$ cat src/rtl/kbsc_pkg.sv
// ---------------------------------------------------------------------------
// kbsc_pkg
// Shared codes, types and key tables for the set-1 scan code decoder.
// ---------------------------------------------------------------------------
package kbsc_pkg;

   localparam int unsigned CODE_W = 8;
   localparam int unsigned CHAR_W = 7;

   // Scan codes with a fixed meaning (make codes unless noted)
   localparam logic [CODE_W-1:0] SC_EXT_PREFIX    = 8'hE0;
   localparam logic [CODE_W-1:0] SC_PAUSE_PREFIX  = 8'hE1;
   localparam logic [CODE_W-1:0] SC_CTRL_MAKE     = 8'h1D;
   localparam logic [CODE_W-1:0] SC_CTRL_BREAK    = 8'h9D;
   localparam logic [CODE_W-1:0] SC_LSHIFT_MAKE   = 8'h2A;
   localparam logic [CODE_W-1:0] SC_RSHIFT_MAKE   = 8'h36;
   localparam logic [CODE_W-1:0] SC_LSHIFT_BREAK  = 8'hAA;
   localparam logic [CODE_W-1:0] SC_RSHIFT_BREAK  = 8'hB6;
   localparam logic [CODE_W-1:0] SC_ALT_MAKE      = 8'h38;
   localparam logic [CODE_W-1:0] SC_ALT_BREAK     = 8'hB8;
   localparam logic [CODE_W-1:0] SC_DEL_MAKE      = 8'h53;
   localparam logic [CODE_W-1:0] SC_DEL_BREAK     = 8'hD3;
   localparam logic [CODE_W-1:0] SC_NUMLOCK_MAKE  = 8'h45;
   localparam logic [CODE_W-1:0] SC_NUMLOCK_BREAK = 8'hC5;
   localparam logic [CODE_W-1:0] SC_ESCAPE        = 8'h01;
   localparam logic [CODE_W-1:0] SC_BACKSPACE     = 8'h0E;
   localparam logic [CODE_W-1:0] SC_TAB           = 8'h0F;
   localparam logic [CODE_W-1:0] SC_ENTER         = 8'h1C;
   localparam logic [CODE_W-1:0] SC_SPACE         = 8'h39;

   localparam logic [2:0] PAUSE_TAIL_LEN = 3'd5;

   typedef struct packed {
      logic ctrl;
      logic shift;
   } kbsc_mods_type;

   typedef struct packed {
      logic              present;
      logic [CHAR_W-1:0] plain;
      logic [CHAR_W-1:0] shifted;
      logic              ctrl_ok;
      logic [CHAR_W-1:0] ctrl_char;
   } kbsc_sym_type;

   // Expected byte of the pause sequence tail, indexed from 1
   function automatic logic [CODE_W-1:0] pause_byte(input logic [2:0] idx);
      logic [CODE_W-1:0] b;
      unique case (idx)
         3'd1:    b = SC_CTRL_MAKE;
         3'd2:    b = SC_NUMLOCK_MAKE;
         3'd3:    b = SC_PAUSE_PREFIX;
         3'd4:    b = SC_CTRL_BREAK;
         3'd5:    b = SC_NUMLOCK_BREAK;
         default: b = '0;
      endcase
      return b;
   endfunction

   // Lowercase letter for codes 0x00..0x3F, zero when not a letter key
   function automatic logic [CHAR_W-1:0] letter_of(input logic [5:0] idx);
      logic [CHAR_W-1:0] l;
      unique case (idx)
         6'h10: l = 7'h71;
         6'h11: l = 7'h77;
         6'h12: l = 7'h65;
         6'h13: l = 7'h72;
         6'h14: l = 7'h74;
         6'h15: l = 7'h79;
         6'h16: l = 7'h75;
         6'h17: l = 7'h69;
         6'h18: l = 7'h6F;
         6'h19: l = 7'h70;
         6'h1E: l = 7'h61;
         6'h1F: l = 7'h73;
         6'h20: l = 7'h64;
         6'h21: l = 7'h66;
         6'h22: l = 7'h67;
         6'h23: l = 7'h68;
         6'h24: l = 7'h6A;
         6'h25: l = 7'h6B;
         6'h26: l = 7'h6C;
         6'h2C: l = 7'h7A;
         6'h2D: l = 7'h78;
         6'h2E: l = 7'h63;
         6'h2F: l = 7'h76;
         6'h30: l = 7'h62;
         6'h31: l = 7'h6E;
         6'h32: l = 7'h6D;
         default: l = '0;
      endcase
      return l;
   endfunction

   // Digit and punctuation keys: plain, shifted and ctrl forms
   function automatic kbsc_sym_type symbol_of(input logic [5:0] idx);
      kbsc_sym_type s;
      unique case (idx)
         6'h02: s = '{1'b1, 7'h31, 7'h21, 1'b0, 7'h00};
         6'h03: s = '{1'b1, 7'h32, 7'h40, 1'b1, 7'h00};
         6'h04: s = '{1'b1, 7'h33, 7'h23, 1'b0, 7'h00};
         6'h05: s = '{1'b1, 7'h34, 7'h24, 1'b0, 7'h00};
         6'h06: s = '{1'b1, 7'h35, 7'h25, 1'b0, 7'h00};
         6'h07: s = '{1'b1, 7'h36, 7'h5E, 1'b1, 7'h1E};
         6'h08: s = '{1'b1, 7'h37, 7'h26, 1'b0, 7'h00};
         6'h09: s = '{1'b1, 7'h38, 7'h2A, 1'b0, 7'h00};
         6'h0A: s = '{1'b1, 7'h39, 7'h28, 1'b0, 7'h00};
         6'h0B: s = '{1'b1, 7'h30, 7'h29, 1'b0, 7'h00};
         6'h0C: s = '{1'b1, 7'h2D, 7'h5F, 1'b1, 7'h1F};
         6'h0D: s = '{1'b1, 7'h3D, 7'h2B, 1'b0, 7'h00};
         6'h1A: s = '{1'b1, 7'h5B, 7'h7B, 1'b1, 7'h1B};
         6'h1B: s = '{1'b1, 7'h5D, 7'h7D, 1'b1, 7'h1D};
         6'h27: s = '{1'b1, 7'h3B, 7'h3A, 1'b0, 7'h00};
         6'h28: s = '{1'b1, 7'h27, 7'h22, 1'b0, 7'h00}; // shifted apostrophe -> dquote
         6'h29: s = '{1'b1, 7'h60, 7'h7E, 1'b0, 7'h00};
         6'h2B: s = '{1'b1, 7'h5C, 7'h7C, 1'b1, 7'h1C};
         6'h33: s = '{1'b1, 7'h2C, 7'h3C, 1'b0, 7'h00};
         6'h34: s = '{1'b1, 7'h2E, 7'h3E, 1'b0, 7'h00};
         default: s = '0;
      endcase
      return s;
   endfunction

endpackage

$ cat src/rtl/kbsc_if.sv
// ---------------------------------------------------------------------------
// kbsc_req_if / kbsc_rsp_if
// Valid/ready channels carrying scan code words in and character words out.
// ---------------------------------------------------------------------------
interface kbsc_req_if;
   logic                         valid;
   logic                         ready;
   logic [kbsc_pkg::CODE_W-1:0]  scan_code;

   modport source (output valid, output scan_code, input ready);
   modport sink   (input valid, input scan_code, output ready);
endinterface

interface kbsc_rsp_if;
   logic                         valid;
   logic                         ready;
   logic                         char_valid;
   logic [kbsc_pkg::CHAR_W-1:0]  char_code;
   logic                         reboot_request;

   modport source (output valid, output char_valid, output char_code,
                   output reboot_request, input ready);
   modport sink   (input valid, input char_valid, input char_code,
                   input reboot_request, output ready);
endinterface

$ cat src/rtl/keyboard_scancode_to_ascii_core.sv
// ---------------------------------------------------------------------------
// keyboard_scancode_to_ascii_core
// Set-1 scan code to ASCII decoder with modifier and ctrl-alt-del tracking.
// ---------------------------------------------------------------------------
// Usage:
//   req_if carries one scan code word per handshake; rsp_if returns exactly
//   one word per scan code: char_valid/char_code for a produced character
//   and reboot_request on the third and later Del make while ctrl and alt
//   stay held; a Del break clears the count. From acceptance, the code lands
//   in an input register, is decoded against the modifier/pause state, and
//   the result goes into the output register while the state updates.
//   Throughput is one word per cycle while rsp_if.ready is high; decode and
//   state update are a single short table lookup between the two registers.
//   When rsp_if.ready is low, the result holds in the output register and
//   one more code can still be taken into the input register; req_if.ready
//   drops only when both are full.
//   Reset empties both registers and clears ctrl, shift and alt state, the
//   Del press count and pause sequence tracking.
// ---------------------------------------------------------------------------
module keyboard_scancode_to_ascii_core (
   input  logic             clock,
   input  logic             reset,
   kbsc_req_if.sink         req_if,
   kbsc_rsp_if.source       rsp_if
);

   localparam logic [1:0] DEL_COUNT_MAX = 2'd3;

   // input stage
   logic                        s1_valid_ff;
   logic [kbsc_pkg::CODE_W-1:0] s1_code_ff;
   logic                        s1_move;

   // decoder state
   logic       ctrl_ff, ctrl_in;
   logic       shift_ff, shift_in;
   logic       alt_ff, alt_in;
   logic [1:0] del_cnt_ff, del_cnt_in;
   logic [2:0] pause_idx_ff, pause_idx_in;

   // output stage
   logic                        rsp_valid_ff;
   logic                        char_valid_ff, char_valid_in;
   logic [kbsc_pkg::CHAR_W-1:0] char_code_ff, char_code_in;
   logic                        reboot_ff, reboot_in;

   kbsc_pkg::kbsc_mods_type     mods;
   logic                        map_valid;
   logic [kbsc_pkg::CHAR_W-1:0] map_code;
   logic                        in_pause;

   assign s1_move      = s1_valid_ff && (!rsp_valid_ff || rsp_if.ready);
   assign req_if.ready = !s1_valid_ff || s1_move;

   assign mods.ctrl  = ctrl_ff;
   assign mods.shift = shift_ff;

   kbsc_char_map u_char_map (
      .code       (s1_code_ff),
      .mods       (mods),
      .char_valid (map_valid),
      .char_code  (map_code)
   );

   assign in_pause = (pause_idx_ff != 3'd0) && (pause_idx_ff <= kbsc_pkg::PAUSE_TAIL_LEN);

   always_comb begin
      ctrl_in       = ctrl_ff;
      shift_in      = shift_ff;
      alt_in        = alt_ff;
      del_cnt_in    = del_cnt_ff;
      pause_idx_in  = '0;
      char_valid_in = 1'b0;
      char_code_in  = '0;
      reboot_in     = 1'b0;
      if (in_pause) begin
         // swallow the pause tail; any mismatch drops back to normal decode
         if ((s1_code_ff == kbsc_pkg::pause_byte(pause_idx_ff)) &&
             (pause_idx_ff < kbsc_pkg::PAUSE_TAIL_LEN)) begin
            pause_idx_in = pause_idx_ff + 3'd1;
         end
      end else begin
         unique case (s1_code_ff)
            kbsc_pkg::SC_EXT_PREFIX: begin
            end
            kbsc_pkg::SC_PAUSE_PREFIX: begin
               pause_idx_in = 3'd1;
            end
            kbsc_pkg::SC_CTRL_MAKE: begin
               ctrl_in = 1'b1;
            end
            kbsc_pkg::SC_CTRL_BREAK: begin
               ctrl_in    = 1'b0;
               del_cnt_in = '0;
            end
            kbsc_pkg::SC_LSHIFT_MAKE,
            kbsc_pkg::SC_RSHIFT_MAKE: begin
               shift_in = 1'b1;
            end
            kbsc_pkg::SC_LSHIFT_BREAK,
            kbsc_pkg::SC_RSHIFT_BREAK: begin
               shift_in = 1'b0;
            end
            kbsc_pkg::SC_ALT_MAKE: begin
               alt_in = 1'b1;
            end
            kbsc_pkg::SC_ALT_BREAK: begin
               alt_in     = 1'b0;
               del_cnt_in = '0;
            end
            kbsc_pkg::SC_DEL_MAKE: begin
               if (ctrl_ff && alt_ff) begin
                  if (del_cnt_ff != DEL_COUNT_MAX) begin
                     del_cnt_in = del_cnt_ff + 2'd1;
                  end
                  reboot_in = (del_cnt_in == DEL_COUNT_MAX);
               end
            end
            kbsc_pkg::SC_DEL_BREAK: begin
               del_cnt_in = '0;
            end
            default: begin
               char_valid_in = map_valid;
               char_code_in  = map_code;
            end
         endcase
      end
   end

   always_ff @(posedge clock) begin
      if (reset) begin
         s1_valid_ff  <= 1'b0;
         rsp_valid_ff <= 1'b0;
         ctrl_ff      <= 1'b0;
         shift_ff     <= 1'b0;
         alt_ff       <= 1'b0;
         del_cnt_ff   <= '0;
         pause_idx_ff <= '0;
      end else begin
         if (req_if.ready) begin
            s1_valid_ff <= req_if.valid;
         end
         if (s1_move) begin
            rsp_valid_ff <= 1'b1;
            ctrl_ff      <= ctrl_in;
            shift_ff     <= shift_in;
            alt_ff       <= alt_in;
            del_cnt_ff   <= del_cnt_in;
            pause_idx_ff <= pause_idx_in;
         end else if (rsp_if.ready) begin
            rsp_valid_ff <= 1'b0;
         end
      end
   end

   always_ff @(posedge clock) begin
      if (req_if.ready && req_if.valid) begin
         s1_code_ff <= req_if.scan_code;
      end
      if (s1_move) begin
         char_valid_ff <= char_valid_in;
         char_code_ff  <= char_code_in;
         reboot_ff     <= reboot_in;
      end
   end

   assign rsp_if.valid          = rsp_valid_ff;
   assign rsp_if.char_valid     = char_valid_ff;
   assign rsp_if.char_code      = char_code_ff;
   assign rsp_if.reboot_request = reboot_ff;

endmodule

$ cat src/rtl/kbsc_char_map.sv
// ---------------------------------------------------------------------------
// kbsc_char_map
// Maps a make code plus ctrl/shift state to an ASCII character.
// ---------------------------------------------------------------------------
module kbsc_char_map (
   input  logic [kbsc_pkg::CODE_W-1:0] code,
   input  kbsc_pkg::kbsc_mods_type     mods,
   output logic                        char_valid,
   output logic [kbsc_pkg::CHAR_W-1:0] char_code
);

   logic [kbsc_pkg::CHAR_W-1:0] letter;
   kbsc_pkg::kbsc_sym_type      sym;

   assign letter = kbsc_pkg::letter_of(code[5:0]);
   assign sym    = kbsc_pkg::symbol_of(code[5:0]);

   always_comb begin
      char_valid = 1'b1;
      char_code  = '0;
      priority if (code == kbsc_pkg::SC_BACKSPACE) begin
         char_code = mods.ctrl ? 7'h7F : 7'h08;
      end else if (code == kbsc_pkg::SC_ENTER) begin
         char_code = mods.ctrl ? 7'h0A : 7'h0D;
      end else if (code == kbsc_pkg::SC_ESCAPE) begin
         char_code = 7'h1B;
      end else if (code == kbsc_pkg::SC_SPACE) begin
         char_code = 7'h20;
      end else if (code == kbsc_pkg::SC_TAB) begin
         char_code = 7'h09;
      end else if (code[7:6] != 2'b00) begin
         char_valid = 1'b0;
      end else if (letter != '0) begin
         // ctrl wins over shift
         if (mods.ctrl) begin
            char_code = {2'b00, letter[4:0]};
         end else if (mods.shift) begin
            char_code = letter - 7'h20;
         end else begin
            char_code = letter;
         end
      end else if (sym.present) begin
         if (mods.ctrl) begin
            char_valid = sym.ctrl_ok;
            char_code  = sym.ctrl_ok ? sym.ctrl_char : '0;
         end else if (mods.shift) begin
            char_code = sym.shifted;
         end else begin
            char_code = sym.plain;
         end
      end else begin
         char_valid = 1'b0;
      end
   end

endmodule

$ cat src/flat_wrapper.sv
// flat-port wrapper written by rule: the top's interface ports become plain ports
module keyboard_scancode_to_ascii_core_flat 
  (clock, reset, req_if_valid, req_if_scan_code, req_if_ready, rsp_if_valid, rsp_if_char_valid, rsp_if_char_code, rsp_if_reboot_request, rsp_if_ready);
  kbsc_req_if req_if_i ();
  kbsc_rsp_if rsp_if_i ();
  input  logic clock;
  input  logic reset;
  input wire logic [$bits(req_if_i.valid)-1:0] req_if_valid;
  input wire logic [$bits(req_if_i.scan_code)-1:0] req_if_scan_code;
  output wire logic [$bits(req_if_i.ready)-1:0] req_if_ready;
  output wire logic [$bits(rsp_if_i.valid)-1:0] rsp_if_valid;
  output wire logic [$bits(rsp_if_i.char_valid)-1:0] rsp_if_char_valid;
  output wire logic [$bits(rsp_if_i.char_code)-1:0] rsp_if_char_code;
  output wire logic [$bits(rsp_if_i.reboot_request)-1:0] rsp_if_reboot_request;
  input wire logic [$bits(rsp_if_i.ready)-1:0] rsp_if_ready;
  assign req_if_i.valid = req_if_valid;
  assign req_if_i.scan_code = req_if_scan_code;
  assign req_if_ready = req_if_i.ready;
  assign rsp_if_valid = rsp_if_i.valid;
  assign rsp_if_char_valid = rsp_if_i.char_valid;
  assign rsp_if_char_code = rsp_if_i.char_code;
  assign rsp_if_reboot_request = rsp_if_i.reboot_request;
  assign rsp_if_i.ready = rsp_if_ready;
  keyboard_scancode_to_ascii_core u_core (.clock(clock), .reset(reset), .req_if(req_if_i), .rsp_if(rsp_if_i));
endmodule
$ cat config.mk
export PLATFORM = sky130hd
export DESIGN_NAME = keyboard_scancode_to_ascii_core_flat
export DESIGN_NICKNAME = d
export VERILOG_FILES = /design/src/rtl/kbsc_pkg.sv /design/src/rtl/kbsc_if.sv /design/src/rtl/keyboard_scancode_to_ascii_core.sv /design/src/rtl/kbsc_char_map.sv /design/src/flat_wrapper.sv
export SDC_FILE = /design/constraint.sdc
export NUM_CORES = 1
export LEC_CHECK = 0
export BUFFER_PORTS_ARGS = -buffer_cell sky130_fd_sc_hd__buf_4
export CORE_ASPECT_RATIO = 1.75
export CORE_MARGIN = 2
export CORE_UTILIZATION = 45
export DETAILED_ROUTE_END_ITERATION = 10
export GPL_ROUTABILITY_DRIVEN = 0
export PLACE_DENSITY = 0.65
export REMOVE_ABC_BUFFERS = 1
export SYNTH_ARGS = -nofsm -noshare
export SYNTH_HDL_FRONTEND = slang
export SYNTH_SLANG_ARGS = --single-unit
$ cat constraint.sdc
create_clock -name clock -period 6.5 [get_ports clock]
set_input_delay 1.3 -clock clock [delete_from_list [all_inputs] [get_ports clock]]
set_output_delay 1.3 -clock clock [all_outputs]
set_load 0.005 [all_outputs]
==> impl_metrics.tcl <==
set metrics [dict create \
    status "finished clean" \
    crit_path_frequent_cell "a2bb2oi_1" \
    drt_wl_total_mm 10.6 \
    dieWidth_um 72.1 \
    finClkSkew_ps 9.31 \
    final.setup.tns_ps 0 \
    fmax_mhz 254 \
    yosys_warnings 0 \
    ys_seq_area_share_pct 33.7 \
    p_int_w 0.000582 \
    clk_latency_ps 300 \
    avgRoutedWirePerCell_um 20.2 \
    p_switching_w 0.000270 \
    critPathLaunch "rsp_if_ready" \
    clkSlewWorstSetupHoldPaths_ps 80 \
    first_iter_violations 411 \
    r2r-start "u_core.s1_valid_ff$_SDFFE_PP0N_" \
    holdCritStartpoint "u_core.s1_valid_ff$_SDFFE_PP0N_" \
    maxCapViolCount 0 \
    synth_edf_count 17 \
    grt_pass1_vias 3341 \
    die_y_um 123 \
    core_sq_um 7910 \
    synth_ff_type "dfxtp_1" \
    port_buffers 22 \
    postCtsHoldBufs 0 \
    leakagePower_nw 1.48 \
    end_kind "flop" \
    required_ps 6700 \
    multi_input_area_sq_um 2220 \
    fp-row-count 43 \
    grt_pass1_wl_mm 16.9 \
    cts_tree "built" \
    slew_violations 0 \
    mostFrequentLayoutCell "nor2_1" \
    sequentialPowerShare_pct 45.5 \
    ys_async_sr_fraction_pct 0 \
    syn_avg_cell_area_sq_um 8.45 \
    grt_use_total_pct 24.9 \
    path_cells "buf_4 -> and3b_1 -> nor3_1 -> nor2_2 -> clkinv_2 -> ha_1 -> a31o_2 -> a2bb2oi_1 -> a2bb2oi_1 -> o21ai_0" \
    pwr-share-comb_pct 21.5 \
    drt_first_pass_iters 5 \
    cts_setup_buffers 0 \
    ir_worst_vdd_v 0.000101 \
    dp_hpwl_mm 8.16 \
    p_sw_share_pct 31.7 \
    grt_max_degree 23 \
    cts_resized 0 \
    utilization_pct 50.1 \
    final.min_clock_period_ps 3940 \
    stdcell_area_sq_um 3970 \
    drive_gt1_share_pct 11.9 \
    htree_levels 2 \
    crit_path_start_kind "primary input" \
    crit_type "primary input to flop" \
    dpl_cell_area_sq_um 3810 \
    setup_viol 0 \
    slowest_stage "nor2_2" \
    antenna_cells 0 \
    worstPathMaxFanout 22 \
    critical_path.max_stage_delay_ps 770 \
    grt.overflow.total 0 \
    regArea_sq_um 1230 \
    ys_ff_latch 53 \
    root_buffer "clkbuf_16" \
    drcViolationCount 0 \
    critPathArrivalTime_ps 4140 \
    start_util_pct 46.2 \
    hp-class "flop to flop" \
    area_growth_pct 8.60 \
    ioPinCount 23 \
    dr_total_vias 3459 \
    timing.final.crit_share_pct 60.7 \
    hold_viol_final 0 \
    antenna_left 0 \
    power.clock.fraction_pct 33.0 \
    rsz0062_at_grt "false" \
    worst_pin_slew_ps 1040 \
    clock_path_buffers 2 \
    yosysUniqueCellTypes 76 \
    p_per_area_nw_per_um2 215 \
    antenna_found_initial 0 \
    syn-instance-count 432 \
    die_area_sq_um 8880 \
    num-fill-cells 748 \
    nets 466 \
    cts_made_buffers 5 \
    viasPerCell 6.56 \
    mostFrequentLayoutCells "nor2_1, dfxtp_1, nand2_1" \
    cts.sinks 53 \
    relSlewSlack_pct 30.7 \
    synth_area_sq_um 3650 \
]
-- per-stage QoR --
stage	power, W	hold slack, ps	setup slack, ps	instances
after floorplan	0.000510	449	2910	407
after global placement	0.000573	473	2380	519
after detailed placement	0.000573	480	2290	519
after CTS	0.000849	491	2630	527
after global routing	0.000884	533	2350	527
final	0.000852	497	2560	527
-- cell usage after synthesis, types with 8 or more instances --
master,instances,share of area (%)
nor2_1,39,4.0
inv_1,17,1.7
dfxtp_1,36,20
a211oi_1,8,1.6
nand2_1,33,3.4
ha_1,18,6.2
nand3_1,14,1.9
a31oi_1,14,2.4
edfxtp_1,17,14
buf_2,10,1.4
clkbuf_1,12,1.2
o21ai_0,21,2.9
nand2b_1,8,1.4
o211ai_1,15,3.1
nor3_1,13,1.8
mux2i_1,10,2.7
a21oi_1,32,4.4
-- final cells by class --
| class | count | share of cell area (%) |
|---|---|---|
| tap | 90 | 2.84 |
| clock buffer | 5 | 3.16 |
| clock inverter | 3 | 0.726 |
| sequential | 53 | 31.1 |
| multi-input combinational | 333 | 55.9 |
| inverter | 21 | 2.11 |
| timing repair buffer | 22 | 4.17 |
-- layer usage --
metal	up-vias	share of wire (%)	track usage, %
met3	54	4.3	2.77
met1	1620	35	24.5
li1	1635	-	-
met2	150	55	47.3
met5	-	0	0
met4	0	5.9	16.7
-- critical path: cells and delay by family --
| family | cells | cell delay [ps] |
|---|---|---|
| adder cells (fa/ha/maj) | 1 | 350 |
| buffers and inverters | 2 | 510 |
| AO/OA/AOI/OAI | 4 | 600 |
| AND/OR/NAND/NOR | 3 | 1360 |
-- registers in the layout, summed over array words and instances (netlist names) --
register,cells
u_core.s1_code_ff,8
u_core.u_char_map.sym,20
u_core.pause_idx_ff,3
u_core.s1_valid_ff,1
u_core.shift_ff,1
u_core.u_char_map.letter,6
u_core.rsp_if.valid,1
u_core.alt_ff,1
u_core.rsp_if.char_code,7
u_core.rsp_if.reboot_request,1
u_core.ctrl_ff,1
u_core.del_cnt_ff,2
u_core.rsp_if.char_valid,1
-- kinds of logic after synthesis --
family	after synthesis	share of synthesized area, %
compound gates	149	28.2
xor+xnor	7	1.68
fa+ha+maj	18	6.17
buf+inv	46	5.52
flops	53	33.7
mux	14	4.08
simple gates	145	20.7
-- worst paths after layout --
check | end | slack (ps) | depth (start not counted)
max | u_core.u_char_map.letter[1]$_DFF_P_ | 2560 | 10
min | u_core.rsp_if.valid$_SDFFE_PP0P_ | 500 | 2
max reg2reg | u_core.u_char_map.letter[1]$_DFF_P_ | 3290 | 10
min reg2reg | u_core.rsp_if.valid$_SDFFE_PP0P_ | 500 | 2
-- power by group through the flow --
stage          Clock, W  Sequential (W)  Combinational, W
6_report       0.000281        0.000388          0.000183
5_1_grt        0.000296        0.000390          0.000198
4_1_cts        0.000283        0.000387          0.000179
3_5_place_dp          0        0.000395          0.000178
3_3_place_gp          0        0.000395          0.000178
2_1_floorplan         0        0.000388          0.000122
(Power assumes the default switching activity.)
